### config.mk
export PLATFORM = sky130hd
export DESIGN_NAME = uart_command_line_classifier_flat
export DESIGN_NICKNAME = d
export VERILOG_FILES = /design/src/ucl_pkg.sv /design/src/ucl_if.sv /design/src/uart_command_line_classifier.sv /design/src/ucl_kw_cell.sv /design/src/ucl_out_buf.sv /design/src/flat_wrapper.sv
export SDC_FILE = /design/constraint.sdc
export NUM_CORES = 1
export LEC_CHECK = 0
export ABC_CLOCK_PERIOD_IN_PS = 9000
export BUFFER_PORTS_ARGS = -buffer_cell sky130_fd_sc_hd__buf_2
export CAP_MARGIN = 20
export CORE_ASPECT_RATIO = 0.9
export CORE_MARGIN = 3
export CORE_UTILIZATION = 30
export DETAILED_ROUTE_END_ITERATION = 10
export PLACE_DENSITY = 0.44
export SLEW_MARGIN = 20
export SYNTH_ARGS = -nofsm -noshare
export SYNTH_HDL_FRONTEND = slang
export SYNTH_HIERARCHICAL = 1
export SYNTH_SLANG_ARGS = --single-unit
### constraint.sdc
create_clock -name clk_i -period 9 [get_ports clk_i]
set_input_delay 0 -clock clk_i [delete_from_list [all_inputs] [get_ports clk_i]]
set_output_delay 0 -clock clk_i [all_outputs]
set_load 0.1 [all_outputs]
### src/ucl_pkg.sv
// ----------------------------------------------------------------------------
// ucl_pkg
// Shared types, constants and the keyword step function of the classifier.
// ----------------------------------------------------------------------------
package ucl_pkg;

  localparam int unsigned LineBufferBytesDef = 96;
  localparam int unsigned KwCount            = 5;
  localparam int unsigned KwMaxLen           = 6;
  localparam int unsigned CfgIdxW            = 2;
  localparam int unsigned CfgDataW           = 16;
  localparam logic [15:0] IdleLimitRst       = 16'd120;
  localparam logic [15:0] LinkTimeoutRst     = 16'd10000;

  localparam logic [7:0] ChrNul = 8'h00;
  localparam logic [7:0] ChrLf  = 8'h0a;
  localparam logic [7:0] ChrCr  = 8'h0d;
  localparam logic [7:0] ChrSp  = 8'h20;

  typedef enum logic [CfgIdxW-1:0] {
    CfgIdleLimit   = 2'd0,
    CfgLinkTimeout = 2'd1
  } cfg_idx_e;

  typedef enum logic [2:0] {
    AckStart   = 3'd0,
    AckStop    = 3'd1,
    AckPing    = 3'd2,
    AckStatus  = 3'd3,
    AckUnknown = 3'd4
  } ack_kind_e;

  localparam logic [2:0] StateNameUnknown = 3'd6;
  localparam logic [2:0] StateNameMax     = 3'd5;

  typedef enum logic {
    CmdByte = 1'b0,
    CmdTick = 1'b1
  } cmd_e;

  // keyword table, padded with NUL
  localparam logic [7:0] KwText [KwCount][KwMaxLen] = '{
    '{8'h73, 8'h74, 8'h61, 8'h72, 8'h74, 8'h00},  // start
    '{8'h73, 8'h74, 8'h6f, 8'h70, 8'h00, 8'h00},  // stop
    '{8'h70, 8'h69, 8'h6e, 8'h67, 8'h00, 8'h00},  // ping
    '{8'h68, 8'h65, 8'h6c, 8'h6c, 8'h6f, 8'h00},  // hello
    '{8'h73, 8'h74, 8'h61, 8'h74, 8'h75, 8'h73}   // status
  };
  localparam logic [2:0] KwLen [KwCount] = '{3'd5, 3'd4, 3'd4, 3'd5, 3'd6};
  localparam ack_kind_e KwKind [KwCount] = '{AckStart, AckStop, AckPing, AckPing, AckStatus};

  // classification handed along the cell row, earliest cell wins
  typedef struct packed {
    logic      hit;
    ack_kind_e kind;
  } chain_t;

  typedef struct packed {
    logic      ack_valid;
    ack_kind_e ack_kind;
    logic [2:0] state_name_code;
    logic      link_up;
  } result_t;

  // longest keyword prefix that ends "matched prefix, c"
  function automatic logic [2:0] kw_next(int unsigned w, logic [2:0] p, logic [7:0] c);
    logic [2:0]  pp;
    logic [2:0]  res;
    logic        ok;
    logic        done;
    int unsigned idx;
    pp   = (p >= KwLen[w]) ? 3'd0 : p;
    res  = 3'd0;
    done = 1'b0;
    for (int k = KwMaxLen; k >= 1; k--) begin
      if (!done && (k <= int'(pp) + 1)) begin
        ok = (KwText[w][k-1] == c);
        for (int j = 0; j < KwMaxLen - 1; j++) begin
          if (j + 1 < k) begin
            idx = int'(pp) + 1 - k + j;
            if (KwText[w][j] != KwText[w][idx]) begin
              ok = 1'b0;
            end
          end
        end
        if (ok) begin
          res  = 3'(k);
          done = 1'b1;
        end
      end
    end
    return res;
  endfunction

endpackage

### src/ucl_if.sv
// ----------------------------------------------------------------------------
// ucl_if
// Handshake channels of the classifier: input items, results, config writes.
// ----------------------------------------------------------------------------
interface ucl_in_if;
  logic       valid;
  logic       ready;
  logic       command;
  logic [7:0] rx_byte;
  logic [2:0] system_state;

  modport source (output valid, command, rx_byte, system_state, input ready);
  modport sink   (input valid, command, rx_byte, system_state, output ready);
endinterface

interface ucl_out_if;
  logic       valid;
  logic       ready;
  logic       ack_valid;
  logic [2:0] ack_kind;
  logic [2:0] state_name_code;
  logic       link_up;

  modport source (output valid, ack_valid, ack_kind, state_name_code, link_up, input ready);
  modport sink   (input valid, ack_valid, ack_kind, state_name_code, link_up, output ready);
endinterface

interface ucl_cfg_if;
  logic                          valid;
  logic                          ready;
  logic [ucl_pkg::CfgIdxW-1:0]   index;
  logic [ucl_pkg::CfgDataW-1:0]  data;

  modport source (output valid, index, data, input ready);
  modport sink   (input valid, index, data, output ready);
endinterface

### src/uart_command_line_classifier.sv
// ----------------------------------------------------------------------------
// uart_command_line_classifier
// Collects UART bytes into lines and classifies each closed line.
// ----------------------------------------------------------------------------
// The result of an item is registered in the result buffer before it is offered.
// Throughput: one item per cycle unless the result buffer is full;
// a two-entry result buffer keeps intake going while a result waits.
// Reset: asynchronous, active low; clears line state, link flag, idle count,
// and loads idle_limit 120 and link_timeout 10000.
module uart_command_line_classifier #(
  parameter int unsigned LineBufferBytes = ucl_pkg::LineBufferBytesDef
) (
  input  logic      clk_i,
  input  logic      rst_ni,
  ucl_in_if.sink    in_i,
  ucl_cfg_if.sink   cfg_i,
  ucl_out_if.source out_o
);

  localparam int unsigned HeldW = $clog2(LineBufferBytes);
  localparam logic [HeldW-1:0] HeldMax = HeldW'(LineBufferBytes - 1);

  logic [15:0]      idle_limit_q, link_timeout_q;
  logic [HeldW-1:0] held_q, held_d;
  logic             nul_q, nul_d, first_nul_q, first_nul_d, blanks_q, blanks_d;
  logic [15:0]      idle_q, idle_d;
  logic             link_q, link_d;

  logic             accept, buf_full, step, close, clear;
  ucl_pkg::chain_t  chain [ucl_pkg::KwCount+1];
  ucl_pkg::result_t res;
  logic [7:0]       c;

  assign in_i.ready  = !buf_full;
  assign accept      = in_i.valid && in_i.ready;
  assign cfg_i.ready = 1'b1;
  assign c           = in_i.rx_byte;

  always_ff @(posedge clk_i or negedge rst_ni) begin
    if (!rst_ni) begin
      idle_limit_q   <= ucl_pkg::IdleLimitRst;
      link_timeout_q <= ucl_pkg::LinkTimeoutRst;
    end else if (cfg_i.valid) begin
      if (cfg_i.index == ucl_pkg::CfgIdleLimit) begin
        idle_limit_q <= cfg_i.data;
      end else if (cfg_i.index == ucl_pkg::CfgLinkTimeout) begin
        link_timeout_q <= cfg_i.data;
      end
    end
  end

  always_comb begin
    held_d      = held_q;
    nul_d       = nul_q;
    first_nul_d = first_nul_q;
    blanks_d    = blanks_q;
    idle_d      = idle_q;
    link_d      = link_q;
    step        = 1'b0;
    close       = 1'b0;
    if (accept) begin
      if (in_i.command == ucl_pkg::CmdByte) begin
        link_d = 1'b1;
        idle_d = 16'd0;
        if (held_q < HeldMax) begin
          if (held_q == '0 && c == ucl_pkg::ChrNul) begin
            first_nul_d = 1'b1;
          end
          if (c != ucl_pkg::ChrCr && c != ucl_pkg::ChrLf && c != ucl_pkg::ChrSp) begin
            blanks_d = 1'b0;
          end
          if (c == ucl_pkg::ChrNul) begin
            nul_d = 1'b1;
          end
          step   = !nul_d;
          held_d = held_q + 1'b1;
          close  = (c == ucl_pkg::ChrCr) || (c == ucl_pkg::ChrLf);
        end else begin
          close = 1'b1;  // full line, byte dropped
        end
      end else begin
        if (idle_q != 16'hffff) begin
          idle_d = idle_q + 16'd1;
        end
        if (link_q && idle_d > link_timeout_q) begin
          link_d = 1'b0;
        end
        close = (held_q != '0) && (idle_d >= idle_limit_q);
      end
    end
    clear = close;
  end

  // silence uses the flags after this byte; clearing happens in the same edge
  always_comb begin
    res.ack_valid       = close && !first_nul_d && !blanks_d && chain[0].hit == 1'b0;
    res.ack_kind        = ucl_pkg::AckStart;
    res.state_name_code = 3'd0;
    res.link_up         = link_d;
    if (res.ack_valid) begin
      res.ack_kind = chain[ucl_pkg::KwCount].hit ? chain[ucl_pkg::KwCount].kind
                                                  : ucl_pkg::AckUnknown;
      if (res.ack_kind == ucl_pkg::AckStatus) begin
        res.state_name_code = (in_i.system_state <= ucl_pkg::StateNameMax)
                              ? in_i.system_state : ucl_pkg::StateNameUnknown;
      end
    end
  end

  assign chain[0] = '{hit: 1'b0, kind: ucl_pkg::AckUnknown};

  for (genvar g = 0; g < ucl_pkg::KwCount; g++) begin : g_cell
    ucl_kw_cell #(
      .Kw(g)
    ) u_cell (
      .clk_i  (clk_i),
      .rst_ni (rst_ni),
      .step_i (step),
      .clear_i(clear),
      .byte_i (c),
      .chain_i(chain[g]),
      .chain_o(chain[g+1])
    );
  end

  always_ff @(posedge clk_i or negedge rst_ni) begin
    if (!rst_ni) begin
      held_q      <= '0;
      nul_q       <= 1'b0;
      first_nul_q <= 1'b0;
      blanks_q    <= 1'b1;
      idle_q      <= 16'd0;
      link_q      <= 1'b0;
    end else begin
      idle_q <= idle_d;
      link_q <= link_d;
      if (clear) begin
        held_q      <= '0;
        nul_q       <= 1'b0;
        first_nul_q <= 1'b0;
        blanks_q    <= 1'b1;
      end else begin
        held_q      <= held_d;
        nul_q       <= nul_d;
        first_nul_q <= first_nul_d;
        blanks_q    <= blanks_d;
      end
    end
  end

  ucl_out_buf u_out_buf (
    .clk_i (clk_i),
    .rst_ni(rst_ni),
    .push_i(accept),
    .data_i(res),
    .full_o(buf_full),
    .out_o (out_o)
  );

endmodule

### src/ucl_kw_cell.sv
// ----------------------------------------------------------------------------
// ucl_kw_cell
// One keyword matcher cell: prefix progress, found flag, priority hand-on.
// ----------------------------------------------------------------------------
module ucl_kw_cell #(
  parameter int unsigned Kw = 0
) (
  input  logic             clk_i,
  input  logic             rst_ni,
  input  logic             step_i,
  input  logic             clear_i,
  input  logic [7:0]       byte_i,
  input  ucl_pkg::chain_t  chain_i,
  output ucl_pkg::chain_t  chain_o
);

  logic [2:0] prog_q, prog_d;
  logic       found_q, found_d;
  logic [2:0] nxt;
  logic       found_now;

  always_comb begin
    nxt       = ucl_pkg::kw_next(Kw, prog_q, byte_i);
    found_now = found_q || (step_i && (nxt >= ucl_pkg::KwLen[Kw]));
    prog_d    = prog_q;
    found_d   = found_now;
    if (step_i) begin
      prog_d = (nxt >= ucl_pkg::KwLen[Kw]) ? 3'd0 : nxt;
    end
    if (clear_i) begin
      prog_d  = 3'd0;
      found_d = 1'b0;
    end
    if (chain_i.hit) begin
      chain_o = chain_i;
    end else if (found_now) begin
      chain_o.hit  = 1'b1;
      chain_o.kind = ucl_pkg::KwKind[Kw];
    end else begin
      chain_o = chain_i;
    end
  end

  always_ff @(posedge clk_i or negedge rst_ni) begin
    if (!rst_ni) begin
      prog_q  <= 3'd0;
      found_q <= 1'b0;
    end else begin
      prog_q  <= prog_d;
      found_q <= found_d;
    end
  end

endmodule

### src/ucl_out_buf.sv
// ----------------------------------------------------------------------------
// ucl_out_buf
// Two-entry result buffer, decouples the result sink from item intake.
// ----------------------------------------------------------------------------
module ucl_out_buf (
  input  logic              clk_i,
  input  logic              rst_ni,
  input  logic              push_i,
  input  ucl_pkg::result_t  data_i,
  output logic              full_o,
  ucl_out_if.source         out_o
);

  logic [1:0]       cnt_q, cnt_d;
  ucl_pkg::result_t e0_q, e1_q;
  logic             pop;

  assign pop    = out_o.valid && out_o.ready;
  assign full_o = (cnt_q == 2'd2);

  assign out_o.valid           = (cnt_q != 2'd0);
  assign out_o.ack_valid       = e0_q.ack_valid;
  assign out_o.ack_kind        = e0_q.ack_kind;
  assign out_o.state_name_code = e0_q.state_name_code;
  assign out_o.link_up         = e0_q.link_up;

  always_comb begin
    cnt_d = cnt_q + {1'b0, push_i} - {1'b0, pop};
  end

  always_ff @(posedge clk_i or negedge rst_ni) begin
    if (!rst_ni) begin
      cnt_q <= 2'd0;
    end else begin
      cnt_q <= cnt_d;
    end
  end

  always_ff @(posedge clk_i) begin
    if (push_i && (cnt_q == 2'd0 || (cnt_q == 2'd1 && pop))) begin
      e0_q <= data_i;
    end else if (pop) begin
      e0_q <= e1_q;
    end
    if (push_i && cnt_q == 2'd1 && !pop) begin
      e1_q <= data_i;
    end
  end

endmodule
### src/flat_wrapper.sv
// flat-port wrapper written by rule: the top's interface ports become plain ports
module uart_command_line_classifier_flat 
#(
  parameter int unsigned LineBufferBytes = ucl_pkg::LineBufferBytesDef
)
  (clk_i, rst_ni, in_i_valid, in_i_command, in_i_rx_byte, in_i_system_state, in_i_ready, cfg_i_valid, cfg_i_index, cfg_i_data, cfg_i_ready, out_o_valid, out_o_ack_valid, out_o_ack_kind, out_o_state_name_code, out_o_link_up, out_o_ready);
  ucl_in_if in_i_i ();
  ucl_cfg_if cfg_i_i ();
  ucl_out_if out_o_i ();
  input  logic clk_i;
  input  logic rst_ni;
  input wire logic [$bits(in_i_i.valid)-1:0] in_i_valid;
  input wire logic [$bits(in_i_i.command)-1:0] in_i_command;
  input wire logic [$bits(in_i_i.rx_byte)-1:0] in_i_rx_byte;
  input wire logic [$bits(in_i_i.system_state)-1:0] in_i_system_state;
  output wire logic [$bits(in_i_i.ready)-1:0] in_i_ready;
  input wire logic [$bits(cfg_i_i.valid)-1:0] cfg_i_valid;
  input wire logic [$bits(cfg_i_i.index)-1:0] cfg_i_index;
  input wire logic [$bits(cfg_i_i.data)-1:0] cfg_i_data;
  output wire logic [$bits(cfg_i_i.ready)-1:0] cfg_i_ready;
  output wire logic [$bits(out_o_i.valid)-1:0] out_o_valid;
  output wire logic [$bits(out_o_i.ack_valid)-1:0] out_o_ack_valid;
  output wire logic [$bits(out_o_i.ack_kind)-1:0] out_o_ack_kind;
  output wire logic [$bits(out_o_i.state_name_code)-1:0] out_o_state_name_code;
  output wire logic [$bits(out_o_i.link_up)-1:0] out_o_link_up;
  input wire logic [$bits(out_o_i.ready)-1:0] out_o_ready;
  assign in_i_i.valid = in_i_valid;
  assign in_i_i.command = in_i_command;
  assign in_i_i.rx_byte = in_i_rx_byte;
  assign in_i_i.system_state = in_i_system_state;
  assign in_i_ready = in_i_i.ready;
  assign cfg_i_i.valid = cfg_i_valid;
  assign cfg_i_i.index = cfg_i_index;
  assign cfg_i_i.data = cfg_i_data;
  assign cfg_i_ready = cfg_i_i.ready;
  assign out_o_valid = out_o_i.valid;
  assign out_o_ack_valid = out_o_i.ack_valid;
  assign out_o_ack_kind = out_o_i.ack_kind;
  assign out_o_state_name_code = out_o_i.state_name_code;
  assign out_o_link_up = out_o_i.link_up;
  assign out_o_i.ready = out_o_ready;
  uart_command_line_classifier #(.LineBufferBytes(LineBufferBytes)) u_core (.clk_i(clk_i), .rst_ni(rst_ni), .in_i(in_i_i), .cfg_i(cfg_i_i), .out_o(out_o_i));
endmodule
==> metrics.csv, run 1 <==
metric,value,unit
run status,"complete, no violations",
CP required,9.28,ns
site row count,54,
Worst-Skew Late Latency,0.36,ns
final wirelength,18.4,mm
list of most frequent post-synthesis cells,"ha_1 (95), dfrtp_1 (71), inv_1 (65)",
cell accounting for the most synthesized area,dfrtp_1,
detailed placement HPWL,13.5,mm
worst reg2reg setup slack,4.36,ns
worst slack after detailed placement,4.31,ns
post-DR wirelength/cell,15.4,µm
Worst Hold Depth,4,
depth of the worst register-to-register path,12,
TritonCTS clock tree,yes,
count of synthesis-stage warnings from yosys,6,
critical hold path startpoint,out_o_ready,
total core area,0.0246,mm²
power per unit of standard cell area,190,mW/mm²
die footprint,0.0273,mm²
count of clock tree sinks,97,
worst path setup slack after routing,4.36,ns
cts repair resizes,0,
setup repair after global routing missed its margin,false,
Max Slew Vio Count,0,
maximum achievable frequency,215,MHz
register share of total power,0.354,
routability congestion estimate from global placement,0.782,
synthesized flop and latch total,97,
global-route wire length before repair,31.0,mm
Worst-path clk slew,0.07,ns
vertical die dimension,157,µm
Worst slew margin,0.349,
number of synthesized flops with an enable pin,16,
measured slew at the worst slew-check pin,0.976,ns
antenna violations before repair,0,
Setup Crit Path Kind,flip-flop to flip-flop,
Root Buffer Master,clkbuf_16,
share of the synthesized area in the top cell type,0.233,
Pre-antenna DRT Iters,7,
vias in the first global route,5760,
Clock Skew,0.0117,ns
post-synthesis cell type count,97,
Iteration-0 DRC Markers,392,
sum of negative setup slack,0,ns
vias post-DR,5909,
largest net degree at the start of global routing,71,
average vias per placed instance,4.96,
element type at the critical path start,flip-flop,
worst-case clock buffer depth,2,
number of port buffers,44,
IO Count,46,
WHS Endpoint,u_core/u_out_buf/cnt_q[0],
fill count,2546,
utilization after layout,0.354,
share of the clock period used by the worst path after layout,0.516,
Internal Dissipation,0.000962,W
net switching component of the power,0.000692,W
endpoint of the most critical register-to-register path,u_core/g_cell[3].u_cell/prog_q[1],
horizontal extent of the die,174,µm
remaining global-route overflow,0,
Post-DRT Antenna Nets,0,
portion of total power attributed to combinational logic,0.414,
Overall Power,0.00165,W
number of setup violations in the final report,0,
final hold violations,0,
top_reg_cell synth,dfrtp_1,
Clock power frac,0.233,
share of async-settable or async-resettable flops after synthesis,0.835,
fraction of final layout cells sized beyond drive strength 1,0.172,
mean instance size in the synthesized netlist,9.70,µm²
arrival time at the worst endpoint,4.92,ns
final critical delay including setup and external delays,4.64,ns
reg-to-reg critical path startpoint,u_core/idle_q[4],
Leakage,3.80,nW
count of mapped cells out of synthesis,785,
sequential fraction of the synthesis area,0.331,
MaxCap Viol Count,0,
switching fraction of total power,0.418,
most numerous cell in the Yosys netlist,ha_1,
overall global routing resource usage,0.139,
post-CTS setup-driven buffer insertion count,0,
maximum level of the CTS H-tree,3,
starting density of the core,0.310,
class of the most critical hold timing path,input pin to flip-flop,
Max Fanout on Critical Path,22,
relative area change from synthesis to final layout,14.2,%
number of CTS-inserted buffers,9,
post-synthesis instance area,0.00762,mm²
antenna diode count,0,
most area-consuming cells after synthesis,"dfrtp_1 (23%), ha_1 (16%), edfxtp_1 (6.3%)",
worst IR drop on VDD,0.0890,mV
number of nets in the layout,982,
CP endpoint kind,flip-flop,
number of remaining DRC errors,0,
worst max-delay path by stage:
stage | start | end | slack, ns | depth (start not counted)
floorplan | u_core/u_out_buf/cnt_q[0] | u_core/u_out_buf/out_o.state_name_code[0] | 4.16 | 17
global placement | u_core/idle_q[4] | u_core/g_cell[3].u_cell/prog_q[1] | 4.40 | 12
detailed placement | u_core/idle_q[4] | u_core/g_cell[3].u_cell/prog_q[1] | 4.31 | 12
CTS | u_core/idle_q[4] | u_core/g_cell[3].u_cell/prog_q[1] | 4.30 | 12
global route | u_core/u_out_buf/cnt_q[0] | u_core/u_out_buf/out_o.state_name_code[0] | 3.86 | 17
finish | u_core/idle_q[4] | u_core/g_cell[3].u_cell/prog_q[1] | 4.36 | 12
layout make-up:
| class | instances | area, µm² | area share |
|---|---|---|---|
| sequential | 97 | 2520 | 0.290 |
| multi-input combinational | 606 | 4760 | 0.547 |
| timing repair buffer | 67 | 438 | 0.0503 |
| clock inverter | 7 | 61.3 | 0.00705 |
| tap | 336 | 420 | 0.0483 |
| clock buffer | 9 | 225 | 0.0259 |
| inverter | 69 | 273 | 0.0314 |
cells by family (layout without fill, tap and decap cells):
family	count (synthesis)	after routing	synth area share
adder cells (fa/ha/maj)	97	97	0.161
buffers and inverters	85	152	0.0468
AO/OA/AOI/OAI	167	167	0.153
flip-flops	97	97	0.331
other	3	6	0.00148
AND/OR/NAND/NOR	285	285	0.236
XOR/XNOR	19	19	0.0237
multiplexers	32	32	0.0468
per-layer routing:
layer | GRT usage | part of all wire | up-vias
met5 | 0 | 0 | -
met4 | 0.0322 | 0.010 | 0
met3 | 0.0236 | 0.029 | 15
met2 | 0.205 | 0.41 | 85
met1 | 0.211 | 0.55 | 2823
li1 | - | - | 2986
worst max-delay path: stages, from the launching register on:
cell	delay, ns
dfrtp_1	0.50
nand4_2	0.21
nor4_1	0.64
and3_1	0.28
mux2_2	0.38
ha_1	0.32
a211oi_1	0.26
o211ai_1	0.15
a21oi_1	0.77
nor2_1	0.08
buf_4	0.25
or4b_1	0.58
o21ai_1	0.14
sequential cells by signal, indices dropped and copies added (netlist names), 2 cells and up:
register	count
u_core/link_timeout_q	16
u_core/g_cell.u_cell/prog_q	15
u_core/u_out_buf/cnt_q	2
u_core/u_out_buf/out_o.state_name_code	3
u_core/u_out_buf/e1_q	8
u_core/u_out_buf/out_o.ack_kind	3
u_core/held_q	7
u_core/idle_q	16
u_core/g_cell.u_cell/found_q	5
u_core/idle_limit_q	16
metrics by stage:
stage	hold WS, ns	std cells	area [µm²]
after detailed placement	-0.128	1158	8240
after global placement	-0.126	1158	8240
after global routing	0.0373	1191	8700
after floorplan	-0.296	788	7630
final	0.0204	1191	8700
after CTS	0.000441	1191	8700
timing repair:
action / CTS / global route
hold buffers: 17 / 0
endpoints found under the setup margin: 0 / 0
hold endpoints to repair: 43 / 0
power groups by stage:
stage,clock network (W),registers (W),logic (W)
floorplan,0,0.000662,0.000453
detailed placement,0,0.000594,0.000681
finish,0.000385,0.000585,0.000684
global route,0.000420,0.000598,0.000768
CTS,0.000406,0.000585,0.000690
global placement,0,0.000595,0.000685
cells in the final DEF (no fill, tap or decap), drive strengths merged, types with 7 or more instances in the layout:
master / netlist / final
a211oi: 12 / 12
a21oi: 39 / 39
a31oi: 7 / 7
and3: 10 / 10
buf: 8 / 50
clkbuf: 8 / 9
dfrtp: 71 / 71
dfstp: 10 / 10
dlygate4sd3: 0 / 17
edfxtp: 16 / 16
ha: 95 / 95
inv: 67 / 72
mux2: 29 / 29
nand2: 63 / 63
nand2b: 21 / 21
nand3: 15 / 15
nand4: 14 / 14
nand4b: 10 / 10
nor2: 50 / 50
nor2b: 12 / 12
nor3: 11 / 11
nor3b: 8 / 8
nor4: 15 / 15
o21ai: 41 / 41
or3: 8 / 8
xnor2: 15 / 15
Power figures use the tool's default switching activity.
==> run 2, diff against run 1 <==
--- a/config.mk
+++ b/config.mk
@@ -5,7 +5,7 @@
 export SDC_FILE = /design/constraint.sdc
 export NUM_CORES = 1
 export LEC_CHECK = 0
-export ABC_CLOCK_PERIOD_IN_PS = 9000
+export ABC_CLOCK_PERIOD_IN_PS = 4700
 export BUFFER_PORTS_ARGS = -buffer_cell sky130_fd_sc_hd__buf_2
 export CAP_MARGIN = 20
 export CORE_ASPECT_RATIO = 0.9
==> constraint.sdc (replaced) <==
create_clock -name clk_i -period 4.7 [get_ports clk_i]
set_input_delay 0 -clock clk_i [delete_from_list [all_inputs] [get_ports clk_i]]
set_output_delay 0 -clock clk_i [all_outputs]
set_load 0.1 [all_outputs]
==> run 2 against run 1 <==
Compared with the run above:
- register-to-register slack worse by 3.9 ns
- setup slack worse by 3.9 ns
- first-iteration DRC count is 13% lower
- fmax is 10% higher
- largest cell class unchanged
- largest power group unchanged
==> metrics.csv, run 2 (synthesized netlist as in run 1, its figures left out) <==
metric,value,unit,change
Worst slew margin,0.428,,+0.0786
Iteration-0 DRC Markers,340,,-13%
CP required,4.93,ns,-4.35 ns
MaxCap Viol Count,0,,unchanged
buffering stage count on the worst path with inverters included,1,,unchanged
global-route wire length before repair,31.4,mm,+1.3%
number of CTS-inserted buffers,9,,unchanged
final critical delay including setup and external delays,4.20,ns,-0.436 ns
most used cells in the layout excluding fill and tap cells,"ha_1 (95), dfrtp_1 (71), inv_1 (65)",,
vias post-DR,5945,,+0.61%
setup repair after global routing missed its margin,false,,
relative area change from synthesis to final layout,15.8,%,
number of port buffers,44,,unchanged
average vias per placed instance,4.95,,-0.31%
total core area,0.0246,mm²,unchanged
series of cell instances along the critical path,nand2b_1 -> inv_1 -> ha_1 -> or4b_1 -> nor4_1 -> a41o_1 -> nand2b_1 -> nand2b_1 -> nand2b_1 -> nand2b_1 -> nand2b_1 -> nand2_1 -> nor3b_2 -> nand3_1 -> nor4_1 -> mux2_2,,
class of the most critical hold timing path,input pin to flip-flop,,
die footprint,0.0273,mm²,unchanged
Worst-Skew Late Latency,0.36,ns,about the same
run status,"complete, no violations",,
worst IR drop on VDD,0.171,mV,+92%
largest registers,"u_core/idle_limit_q x16, u_core/idle_q x16, u_core/link_timeout_q x16",,
maximum level of the CTS H-tree,3,,unchanged
routability congestion estimate from global placement,0.823,,+5.3%
Pre-antenna DRT Iters,5,,-2
measured slew at the worst slew-check pin,0.856,ns,-0.120 ns
post-CTS setup-driven buffer insertion count,0,,unchanged
CP dominant cell by count,nand2b_1,,
IO Count,46,,unchanged
CP top delay family,simple AND/OR/NAND/NOR gates,,
fill count,2507,,-1.5%
Setup Crit Path Kind,flip-flop to flip-flop,,
count of clock tree sinks,97,,unchanged
horizontal extent of the die,174,µm,unchanged
worst slack after detailed placement,0.274,ns,-4.04 ns
"most common cell after layout, fill and taps aside",ha_1,,
worst-case clock buffer depth,2,,unchanged
detailed placement HPWL,14.0,mm,+3.8%
Root Buffer Master,clkbuf_16,,
vias in the first global route,5713,,-0.82%
Max Fanout on Critical Path,8,,-64%
maximum achievable frequency,238,MHz,+10%
vertical die dimension,157,µm,unchanged
post-DR wirelength/cell,15.7,µm,+1.4%
Post-DRT Antenna Nets,0,,unchanged
Max Slew Vio Count,0,,unchanged
TritonCTS clock tree,yes,,
CP endpoint kind,flip-flop,,
Clock Skew,0.0121,ns,+0.000448 ns
arrival time at the worst endpoint,4.43,ns,-0.49 ns
Worst-path clk slew,0.08,ns,about the same
number of nets in the layout,993,,+1.1%
power per unit of standard cell area,366,mW/mm²,+92%
site row count,54,,unchanged
Leakage,3.86,nW,+1.6%
final hold violations,0,,unchanged
sum of negative setup slack,0,ns,unchanged
number of setup violations in the final report,0,,unchanged
final wirelength,18.8,mm,+2.3%
largest net degree at the start of global routing,51,,-28%
slowest cell on the critical path,or4b_1,,
antenna violations before repair,0,,unchanged
largest incremental delay on the critical path,0.56,ns,-0.21 ns
antenna diode count,0,,unchanged
share of the clock period used by the worst path after layout,0.895,,+0.379
worst path setup slack after routing,0.496,ns,-3.86 ns
element type at the critical path start,flip-flop,,
fraction of final layout cells sized beyond drive strength 1,0.182,,+0.0105
number of remaining DRC errors,0,,unchanged
starting density of the core,0.310,,unchanged
overall global routing resource usage,0.141,,+0.00177
remaining global-route overflow,0,,unchanged
==> run 2: cell count changes in the layout (fill, tap and decap cells not counted) <==
cell           before  now
nor3b_4             1    2
dlygate4sd3_1      17   18
inv_8               1    2
nor3_4              0    1
nor3b_1             5    4
clkinv_4            2    0
buf_4               7   17
clkinv_8            1    3
inv_4               1    0
nor3_2              2    1
==> run 2: report_power, final <==
part | internal (W) | switching [W] | leakage [nW]
Combinational | 0.000473 | 0.000875 | 2.53
Sequential | 0.00101 | 0.0000997 | 1.18
Clock | 0.000382 | 0.000384 | 0.150
Total | 0.00187 | 0.00136 | 3.86
==> run 2: metal layers <==
metal	routed length (µm)	vias to the layer above	global-route usage
met4	110	0	0.0272
met3	582	7	0.0222
li1	-	3023	-
met2	7480	90	0.200
met1	10600	2825	0.223
met5	0	-	0
==> run 2: repair_timing <==
action	CTS	global route
resized for setup	0	3
endpoints found under the setup margin	0	6
endpoints found under the hold margin	64	0
hold buffers	18	0
==> run 2: layout make-up <==
type                       count  area [µm²]  area share
clock buffer                   9         225      0.0255
inverter                      69         273      0.0309
clock inverter                 7        81.3     0.00922
tap                          336         420      0.0477
sequential                    97        2520       0.286
multi-input combinational    606        4780       0.542
timing repair buffer          78         523      0.0593
==> run 2: final timing paths <==
check                                                       start                                   endpoint  slack [ns]  cells past startpoint
worst max-delay path            u_core/g_cell[0].u_cell/prog_q[2]  u_core/u_out_buf/out_o.state_name_code[0]        0.50                     16
min in group asynchronous                                  rst_ni                           u_core/idle_q[2]        0.13                      2
worst max register to register  u_core/g_cell[0].u_cell/prog_q[2]  u_core/u_out_buf/out_o.state_name_code[0]        0.50                     16
worst min-delay path                         in_i_system_state[1]                   u_core/u_out_buf/e1_q[2]        0.02                      3
worst min register to register          u_core/link_timeout_q[12]                  u_core/link_timeout_q[12]        0.51                      1
max in group asynchronous                                  rst_ni          u_core/g_cell[3].u_cell/prog_q[2]        3.52                      3
==> run 2: worst reg2reg max path, delay by kind of cell (launching register included) <==
family	cells	cell delay, ns
AND/OR/NAND/NOR	12	2.75
adder cells (fa/ha/maj)	1	0.23
AO/OA/AOI/OAI	1	0.26
flip-flops	1	0.46
buffers and inverters	1	0.15
multiplexers	1	0.23
==> run 2: metrics by stage <==
stage / area, µm² / std cells / hold WS (ns) / utilization / power [W]
4_1_cts: 8800 / 1202 / 0.00418 / 0.358 / 0.00326
5_1_grt: 8820 / 1202 / 0.0175 / 0.359 / 0.00346
3_5_place_dp: 8320 / 1168 / -0.0245 / 0.338 / 0.00246
2_1_floorplan: 7630 / 788 / -0.296 / - / 0.00213
3_3_place_gp: 8320 / 1168 / -0.0209 / 0.338 / 0.00248
6_report: 8820 / 1202 / 0.0195 / 0.359 / 0.00323
